$ cat src/rtl/box_nonmax_suppression_top_defines.svh
// ----------------------------------------------------------------------------
// Assertion macros for box_nonmax_suppression_top
// Shared concurrent assertion forms used by the RTL.
// ----------------------------------------------------------------------------
`ifndef BOX_NONMAX_SUPPRESSION_TOP_DEFINES_SVH
`define BOX_NONMAX_SUPPRESSION_TOP_DEFINES_SVH

// implication checked on every clock edge outside reset
`define BNMS_ASSERT_IMP(label, ante, cons) \
  label: assert property (@(posedge clk) disable iff (rst) (ante) |-> (cons)) \
    else $error("assertion failed");

// next-cycle implication checked outside reset
`define BNMS_ASSERT_NXT(label, ante, cons) \
  label: assert property (@(posedge clk) disable iff (rst) (ante) |=> (cons)) \
    else $error("assertion failed");

`endif

$ cat src/rtl/bnms_ram.sv
// ----------------------------------------------------------------------------
// bnms_ram
// Generic single-write, single-read RAM with registered read data.
// ----------------------------------------------------------------------------
module bnms_ram #(
  parameter int Width = 8,
  parameter int Depth = 64
) (
  input  logic                     clk,
  input  logic                     we,
  input  logic [$clog2(Depth)-1:0] waddr,
  input  logic [Width-1:0]         wdata,
  input  logic [$clog2(Depth)-1:0] raddr,
  output logic [Width-1:0]         rdata
);
  logic [Width-1:0] mem [Depth];

  always_ff @(posedge clk) begin
    if (we) begin
      mem[waddr] <= wdata;
    end
    rdata <= mem[raddr];
  end
endmodule

$ cat config.mk
export PLATFORM = sky130hd
export DESIGN_NAME = bnms_ram
export DESIGN_NICKNAME = d
export VERILOG_FILES = /design/src/rtl/box_nonmax_suppression_top_defines.svh /design/src/rtl/bnms_ram.sv
export SDC_FILE = /design/constraint.sdc
export NUM_CORES = 1
export LEC_CHECK = 0
export BUFFER_PORTS_ARGS = -buffer_cell sky130_fd_sc_hd__clkbuf_2
export CORE_ASPECT_RATIO = 1.2
export CORE_UTILIZATION = 55
export DETAILED_ROUTE_END_ITERATION = 8
export GPL_ROUTABILITY_DRIVEN = 0
export PLACE_DENSITY = 0.71
export SETUP_SLACK_MARGIN = 0.05
export SYNTH_ARGS = -nofsm -noshare
export SYNTH_HDL_FRONTEND = slang
export SYNTH_SLANG_ARGS = --single-unit
$ cat constraint.sdc
create_clock -name clk -period 5.35 [get_ports clk]
set_input_delay 0.2675 -clock clk [delete_from_list [all_inputs] [get_ports clk]]
set_output_delay 0.2675 -clock clk [all_outputs]
set_load 0.01 [all_outputs]
==> qor.csv, run 1 <==
metric,value,unit
antenna cells,0,
core area,36000,um2
crit share post-route,0.457,
worst-path maximum fanout,61,
Worst VDD drop,0.214,mV
largest cells by area after synthesis,"edfxtp_1 76%, mux4_2 14%, nor2_1 1.5%",
Post-CTS Setup Inserts,0,
syn_area_per_cell,21.5,um2
final wirelength,43300,um
drt wl/cell,29.1,um
Setup crit end kind,register,
Slew Limit Fails,0,
CP max stage delay,0.57,ns
Fin. Hold Viols,0,
I/O pin count,30,
worst-skew pair later-pin latency,0.56,ns
die height,212,um
crit-path most repeated cell,mux4_2,
Fillers,2464,
vias in the first global route,9661,
Top Metal Used,met4,
hold buffers post-CTS,0,
worst slew pin tran,1.22,ns
Post-Synthesis Cells,940,
Rows,76,
routed wl met2,21800,um
via count,9531,
crit start category,primary input,
"count leader, synth",edfxtp_1,
Iteration-0 DRC Markers,997,
Worst-path clk slew,0.06,ns
share of the synthesized area in the top cell type,0.762,
Cells after DPL,1402,
DRC,0,
CP max-delay cell,mux4_2,
Yosys cell types,40,
Synth area leader,edfxtp_1,
most instantiated cells after synthesis,"512 x edfxtp_1, 126 x mux4_2, 83 x nor2_1",
first drt pass iteration count,5,
IO buf count,29,
final antenna-violating net count,0,
# setup viols final,0,
post-CTS sizing,0,
"Seq/Total Area, Yosys",0.770,
critical path type,primary input to register,
number of enable flip-flop cells after synthesis,512,
Power per Cell Area,366,nW/um2
"Top FF cell, synth",edfxtp_1,
Synth Net Count,962,
depth of the CTS H-tree,2,
Final Net Count,1006,
total clock sinks,520,
Max Cap Violations,0,
Max Fclk,409,MHz
Worst Path Required,5.79,ns
CTS Buf Count,48,
starting density of the core,0.560,
CTS tree,yes,
first-pass GRT wire length,64200,um
largest net degree at the start of global routing,65,
clock tree buffer depth,3,
Layout Skew,0.0173,ns
Vias/cell,6.40,
HP Class,primary input to register,
setup TNS,0,ns
Post-DP HPWL,25400,um
CTS root buffer,clkbuf_16,
CP Cell Sequence,"clkbuf_8, buf_12, mux4_2, mux4_2, o21ai_0, nand2_1",
P&R area growth vs syn,10.1,%
YS warnings,0,
antenna violations before repair,0,
WP data arrival,2.88,ns
wire length on met1,16600,um
Die X,177,um
Post-Syn Area,20200,um2
GR Overflow Total,0,
outcome,completed,
slew margin rel.,0.188,
final period demand of the worst path,2.44,ns
met3 WL,3510,um
asr flop ratio synth,0,
number of synthesized register bits,520,
unrepaired setup endpoints after global routing,no,
Leakage,6.89,nW
layout cells sized above 1,0.250,
Total Routing Usage GR,0.243,
Finished Layout Cells,1489,
Die ar.,37400,um2
Final Total Pwr,0.00813,W
[path summary, 6_finish.rpt]
check	startpoint	slack, ns	depth (start not counted)	to
setup / recovery	raddr[0]	2.91	6	rdata[7]
hold / removal	raddr[5]	0.22	2	rdata[5]
setup reg to reg	mem[3][3]	3.30	4	rdata[3]
hold reg to reg	mem[31][4]	0.82	3	rdata[4]
[per-stage QoR]
step	worst slack [ns]	hold WS, ns	utilization	area, um2
2_1_floorplan	3.41	0.366	-	20200
6_report	2.91	0.222	0.616	22200
5_1_grt	2.65	0.247	0.616	22200
4_1_cts	2.86	0.200	0.616	22200
3_3_place_gp	2.28	0.685	0.575	20700
3_5_place_dp	2.26	0.686	0.575	20700
[routing by layer]
layer	vias to the layer above	GRT usage
li1	4013	-
met1	5013	0.324
met2	417	0.393
met3	88	0.0541
met4	0	0.0916
met5	-	0
[flip-flops by register name, indices dropped and copies added, names as in the netlist]
signal,count
rdata,8
mem,512
[critical path: cells and delay by family]
kind | cells | cell delay (ns)
multiplexers | 2 | 1.10
AND/OR/NAND/NOR | 1 | 0.08
AO/OA/AOI/OAI | 1 | 0.32
buffers and inverters | 2 | 0.99
[power breakdown]
| part | total (W) | switching, W | internal [W] |
|---|---|---|---|
| logic | 0.000403 | 0.000251 | 0.000151 |
| clock network | 0.00320 | 0.00140 | 0.00180 |
| registers | 0.00452 | 0.0000139 | 0.00451 |
| total | 0.00813 | 0.00167 | 0.00646 |
[final cells by class]
| type | count | area [um2] | share of cell area |
|---|---|---|---|
| sequential | 520 | 15500 | 0.700 |
| tap | 468 | 586 | 0.0264 |
| multi-input combinational | 369 | 4330 | 0.195 |
| clock inverter | 24 | 160 | 0.00721 |
| clock buffer | 63 | 1300 | 0.0585 |
| timing repair buffer | 45 | 292 | 0.0131 |
[layout by cell type (no fill, tap or decap), types with 13 or more instances in the layout]
| cell | n |
|---|---|
| nor2_1 | 83 |
| mux2_2 | 13 |
| clkbuf_16 | 49 |
| edfxtp_1 | 512 |
| clkbuf_2 | 26 |
| mux4_2 | 126 |
| nor2b_1 | 14 |
| buf_4 | 17 |
| nand2_1 | 19 |
| nand3_1 | 13 |
| clkinv_2 | 14 |
| mux2i_1 | 23 |
[cells by family (layout without fill, tap and decap cells)]
kind of cell / count (synthesis) / after routing / synth area share
DFF: 520 / 520 / 0.770
muxes: 162 / 162 / 0.159
and+or+nand+nor: 153 / 153 / 0.0339
AOI/OAI and AO/OA: 54 / 54 / 0.0207
buffers and inverters: 51 / 132 / 0.0157
(Power assumes the default switching activity.)
==> run 2, diff against run 1 <==
Settings changed: ABC_AREA from default to 1, PLACE_DENSITY 0.71 to 0.74.
Clock period 5.35 ns to 1.99 ns, I/O delays scaled along.
==> run 2 against run 1 <==
  * Utilization increased by 1.3 points
  * Clock power increased to 2.8 times the previous value
  * Combinational power increased to 3.6 times the previous value
  * First-iteration DRC count increased by 61%
  * Worst hold slack got worse by 0.22 ns
  * Cell count increased by 61%
  * Synthesized cell count increased by 92%
  * Final area increased by 7.8%
  * Worst setup slack got worse by 2.3 ns
  * Die area increased by 5.8%
  * Sequential cell count unchanged
  * Critical path depth increased by 2
==> qor.csv, run 2 <==
metric,value,unit,change
Regs by FF count,"mem: 512 flops, rdata: 8 flops",,
crit share post-route,0.704,,
number of enable flip-flop cells after synthesis,512,,unchanged
reg2reg end,rdata[2],,
"Top FF cell, synth",edfxtp_1,,
CTS root buffer,clkbuf_16,,
hold depth,2,,unchanged
starting density of the core,0.561,,+0.00108
worst reg2reg path startpoint,mem[27][2],,
asr flop ratio synth,0,,unchanged
area of placed instances,22400,um2,+8.0%
"most common cell after layout, fill and taps aside",nand2_1,,
antenna cells,0,,unchanged
Fin. Hold Viols,0,,unchanged
highest-count cells in the layout ignoring fill and taps,"648 x nand2_1, 512 x edfxtp_1, 439 x nand3_1",,
Finished Layout Cells,2404,,+61%
"Seq/Total Area, Yosys",0.728,,-0.0423
worst-case reg-to-reg path depth,8,,+4
share of the synthesized area in the top cell type,0.720,,-0.0419
Post-Syn Area,21300,um2,+5.8%
design area,23900,um2,+7.8%
most instantiated cells after synthesis,"648 x nand2_1, 512 x edfxtp_1, 439 x nand3_1",,
HP Class,primary input to register,,
P&R area growth vs syn,12.1,%,
register name with the most flops,mem,,
largest net degree at the start of global routing,113,,+74%
vias in the first global route,13800,,+43%
final antenna-violating net count,0,,unchanged
final period demand of the worst path,1.40,ns,
Fillers,2826,,+15%
Min-Delay Startpoint,wdata[5],,
CTS tree,yes,,
Die ar.,39600,um2,+5.8%
CTS Buf Count,48,,unchanged
# setup viols final,0,,unchanged
number of synthesized register bits,520,,unchanged
first-pass GRT wire length,78900,um,+23%
"count leader, synth",nand2_1,,
Max Cap Violations,0,,unchanged
Synth area leader,edfxtp_1,,
Die X,182,um,+2.8%
DRC,0,,unchanged
Post-DP HPWL,30600,um,+20%
Final Net Count,1909,,+90%
crit start category,register,,
register area,15500,um2,unchanged
die height,218,um,+2.8%
IO buf count,29,,unchanged
worst slew pin tran,0.703,ns,-0.515 ns
layout cells sized above 1,0.110,,-0.140
via count,14300,,+50%
Setup crit end kind,register,,
Worst-path clk slew,0.06,ns,about the same
max reg flops,512,,unchanged
total clock sinks,520,,unchanged
final wirelength,51600,um,+19%
largest cells by area after synthesis,"edfxtp_1 72%, nand2_1 11%, nand3_1 10%",,
Layout Skew,0.0282,ns,+0.0109 ns
worst-skew pair later-pin latency,0.58,ns,+0.02 ns
clock tree buffer depth,3,,unchanged
first drt pass iteration count,6,,+1
Final Total Pwr,0.0226,W,+180%
Post-Synthesis Cells,1805,,+92%
"Core Util, Final",0.629,,+0.0126
Yosys cell types,16,,-60%
multi-input logic area,4950,um2,+14%
I/O pin count,30,,unchanged
Max Fclk,714,MHz,
antenna violations before repair,2,,+2
Vias/cell,5.94,,-7.3%
Worst VDD drop,0.760,mV,+260%
FF-to-FF setup slack,0.59,ns,-2.71 ns
GR Overflow Total,0,,unchanged
depth of the CTS H-tree,2,,unchanged
Synth Net Count,1827,,+90%
syn_area_per_cell,11.8,um2,-45%
YS warnings,0,,unchanged
drt wl/cell,21.5,um,-26%
unrepaired setup endpoints after global routing,no,,
outcome,completed,,
Power per Cell Area,946,nW/um2,+160%
core area,38100,um2,+5.6%
slew margin rel.,0.531,,+0.343
WP data arrival,1.86,ns,-1.02 ns
Rows,78,,+2.6%
Cells after DPL,2316,,+65%
Slew Limit Fails,0,,unchanged
worst-path maximum fanout,1,,-98%
Worst Path Required,2.45,ns,-3.34 ns
critical path type,register to register,,
Iteration-0 DRC Markers,1605,,+61%
Hold EP,mem[26][5],,
Total Routing Usage GR,0.267,,+0.0247
setup TNS,0,ns,unchanged
Leakage,8.79,nW,+28%
==> run 2: cell count changes in the layout (fill, tap and decap cells not counted), sizes merged, moves of 23 or more <==
cell | previous run | this run
nand2 | 19 | 648
buf | 18 | 117
mux2i | 23 | 0
nand3 | 13 | 439
mux4 | 126 | 0
nor2 | 83 | 56
==> run 2: area by class of cell <==
type / instances / area share
Inverter: 12 / 0.00220
Clock buffer: 62 / 0.0533
Multi-Input combinational cell: 1160 / 0.207
Timing Repair Buffer: 145 / 0.0529
Tap cell: 480 / 0.0251
Clock inverter: 25 / 0.0105
Sequential cell: 520 / 0.649
==> run 2: kinds of logic (layout without fill, tap and decap cells) <==
group | count (synthesis) | count (layout) | synth area share
AND/OR/NAND/NOR | 1160 | 1160 | 0.232
flip-flops | 520 | 520 | 0.728
buffers and inverters | 125 | 244 | 0.0402
==> run 2: timing repair <==
action,CTS,global route
setup buffers,0,0
endpoints found under the hold margin,3,0
hold buffers,1,0
resized for setup,0,0
==> run 2: metrics by stage <==
| step | hold slack [ns] | worst slack [ns] |
|---|---|---|
| finish | 0.00281 | 0.589 |
| global route | 0.00713 | 0.542 |
| CTS | 0.0326 | 0.619 |
| detailed placement | 0.533 | 0.244 |
| global placement | 0.532 | 0.306 |
| floorplan | 0.198 | 0.124 |
==> run 2: per-layer routing <==
layer  vias up  global-route usage  routed length [um]
met2       778               0.447               25500
met4         4               0.129                2300
met5         -                   0                  31
li1       6499                   -                   -
met3       146              0.0456                4620
met1      6845               0.341               19100
==> run 2: where the power goes <==
| part | switching [W] | total [W] | internal (W) |
|---|---|---|---|
| logic | 0.00106 | 0.00147 | 0.000407 |
| registers | 0.0000459 | 0.0122 | 0.0121 |
| clock network | 0.00384 | 0.00901 | 0.00517 |
| total | 0.00495 | 0.0226 | 0.0177 |
==> run 2: critical path: stages (launching register included) <==
cell and delay, ns:
edfxtp_1 0.35, nand2_1 0.07, nand3_1 0.08, nand3_1 0.13, nand2_1 0.11, nand2_1 0.08, nand3_1 0.17, nand3_1 0.22
nand2_1 0.07
==> run 2: worst max path at each step <==
stage                     depth (start not counted)         end  slack [ns]        from
after floorplan                                   3  mem[48][0]        0.12          we
final                                             8    rdata[2]        0.59  mem[27][2]
after detailed placement                         11    rdata[2]        0.24    raddr[0]
after global placement                            9    rdata[2]        0.31    raddr[1]
after global routing                              8    rdata[4]        0.54  mem[26][4]
after CTS                                         8    rdata[2]        0.62  mem[27][2]
==> run 3, diff against run 2 <==
Settings changed: ABC_AREA 1 to 0.
Clock period 1.99 ns to 1.2 ns, I/O delays scaled along.
==> run 3 against run 2 <==
  * The run now ends with negative setup slack left
  * Power is 70% higher
  * Final area grew 3.1%
  * Worst hold slack about the same
  * Clock-buffer cell count fell by 5
  * Highest routed layer is now met4
  * Critical path depth down 3
  * Clock power is 75% higher
  * Sequential share of layout area fell by 1.9 points
==> qor.csv, run 3 (synthesis results as in run 1) <==
metric,value,unit,change
Die ar.,37400,um2,-5.4%
unrepaired setup endpoints after global routing,yes,,
final antenna-violating net count,0,,unchanged
P&R area growth vs syn,22.4,%,
final period demand of the worst path,1.81,ns,+0.413 ns
"most common cell after layout, fill and taps aside",edfxtp_1,,
worst slew pin tran,0.697,ns,-0.00640 ns
Bufs and invs on worst path,0,,unchanged
crit-path most repeated cell,mux4_2,,
worst-skew pair later-pin latency,0.57,ns,about the same
via count,10100,,-30%
Post-CTS Setup Inserts,0,,unchanged
outcome,"finished, violations left",,
Iteration-0 DRC Markers,908,,-43%
Rows,76,,-2.6%
critical path type,register to register,,
CTS Buf Count,50,,+4.2%
highest-count cells in the layout ignoring fill and taps,"512 x edfxtp_1, 126 x mux4_2, 80 x buf_4",,
routed wl met2,23300,um,-8.9%
multi-input logic area,5060,um2,+2.4%
Worst Path Required,1.65,ns,-0.80 ns
wire length on met1,17100,um,-10%
drt wl/cell,27.9,um,+30%
Max Fclk,551,MHz,-23%
HP Class,primary input to register,,
Power per Cell Area,1560,nW/um2,+64%
final wirelength,45000,um,-13%
total clock sinks,520,,unchanged
crit share post-route,1.51,,+0.807
worst-path maximum fanout,1,,unchanged
register area,15500,um2,about the same
Layout Skew,0.0160,ns,-0.0122 ns
"Core Util, Final",0.685,,+0.0561
WP data arrival,2.27,ns,+0.41 ns
Leakage,7.87,nW,-11%
antenna violations before repair,1,,-1
clock tree buffer depth,3,,unchanged
die height,212,um,-2.8%
Regs by FF count,"mem: 512 flops, rdata: 8 flops",,
first-pass GRT wire length,67000,um,-15%
crit start category,register,,
Die X,177,um,-2.8%
CP max stage delay,0.56,ns,+0.21 ns
Final Net Count,1127,,-41%
CP top delay family,multiplexers,,
Fillers,2136,,-24%
GR Overflow Total,0,,unchanged
Max Cap Violations,0,,unchanged
Worst-path clk slew,0.06,ns,about the same
starting density of the core,0.560,,-0.00108
I/O pin count,30,,unchanged
Fin. Hold Viols,0,,unchanged
final setup margin,-0.614,ns,-1.20 ns
Vias/cell,6.25,,+5.2%
IO buf count,29,,unchanged
antenna cells,0,,unchanged
Total Routing Usage GR,0.253,,-0.0147
depth of the CTS H-tree,2,,unchanged
# setup viols final,8,,+8
largest net degree at the start of global routing,65,,-42%
Post-DP HPWL,28300,um,-7.8%
met3 WL,3100,um,-33%
Worst VDD drop,1.29,mV,+69%
max reg flops,512,,unchanged
Setup crit end kind,register,,
CTS root buffer,clkbuf_16,,
CP max-delay cell,mux4_2,,
DRC,0,,unchanged
layout cells sized above 1,0.414,,+0.305
slew margin rel.,0.536,,+0.00427
Finished Layout Cells,1610,,-33%
vias in the first global route,10600,,-23%
Top Metal Used,met4,,
Slew Limit Fails,0,,unchanged
register name with the most flops,mem,,
Cells after DPL,1515,,-35%
failing checks,negative setup slack,,
CTS tree,yes,,
core area,36000,um2,-5.3%
CP Cell Sequence,"mux4_2, mux4_2, nor2_4, nor3_2, o2bb2ai_1",,
first drt pass iteration count,5,,-1
run 3: cell count changes in the layout (fill, tap and decap cells not counted), sizes merged, moves of 14 or more:
| cell | delta |
|---|---|
| mux4 | +126 |
| mux2i | +23 |
| nor2 | +27 |
| nand3 | -426 |
| buf | +17 |
| nand2 | -629 |
| nor2b | +14 |
run 3: path summary, 6_finish.rpt:
kind | from | endpoint | slack (ns) | cells past startpoint
worst max-delay path | mem[5][2] | rdata[2] | -0.61 | 5
worst min register to register | mem[19][1] | rdata[1] | 0.84 | 4
worst min-delay path | wdata[3] | mem[52][3] | 0.003 | 2
worst max register to register | mem[5][2] | rdata[2] | -0.61 | 5
run 3: through the flow:
step | power [W] | area [um2] | hold WS [ns] | setup TNS (ns) | worst slack (ns)
global placement | 0.0228 | 22800 | 0.406 | -101.35 | -0.981
CTS | 0.0385 | 24600 | 0.000878 | -4.59 | -0.619
detailed placement | 0.0229 | 22800 | 0.417 | -106.74 | -1.00
global route | 0.0394 | 24700 | 0.00164 | -4.90 | -0.669
floorplan | 0.0218 | 21000 | 0.159 | -53.62 | -0.450
finish | 0.0384 | 24700 | 0.00328 | -4.63 | -0.614
run 3: timing repair:
item,in CTS,in global routing
pin swaps,4,1
endpoints found under the setup margin,14,13
hold buffers,6,0
hold endpoints to repair,102,0
resized for setup,25,11
run 3: worst reg2reg max path: cells and delay by family (launching register included):
family	cells	cell delay [ns]
multiplexers	2	1.07
flip-flops	1	0.38
AO/OA/AOI/OAI	1	0.11
AND/OR/NAND/NOR	2	0.15
run 3: layout make-up:
| cell class | count | share of cell area |
|---|---|---|
| sequential | 520 | 0.630 |
| multi-input combinational | 369 | 0.205 |
| timing repair buffer | 164 | 0.0747 |
| clock buffer | 57 | 0.0526 |
| tap | 468 | 0.0237 |
| clock inverter | 32 | 0.0138 |
run 3: report_power, final:
group / switching, W / internal, W / leakage [nW]
logic: 0.00136 / 0.00106 / 2.40
clock network: 0.00655 / 0.00925 / 0.795
registers: 0.0000712 / 0.0201 / 4.67
total: 0.00797 / 0.0304 / 7.87
run 3: routing by layer:
| metal | global-route usage | up-vias |
|---|---|---|
| li1 | - | 4272 |
| met1 | 0.332 | 5276 |
| met2 | 0.428 | 416 |
| met3 | 0.0415 | 91 |
| met4 | 0.0922 | 0 |
| met5 | 0 | - |
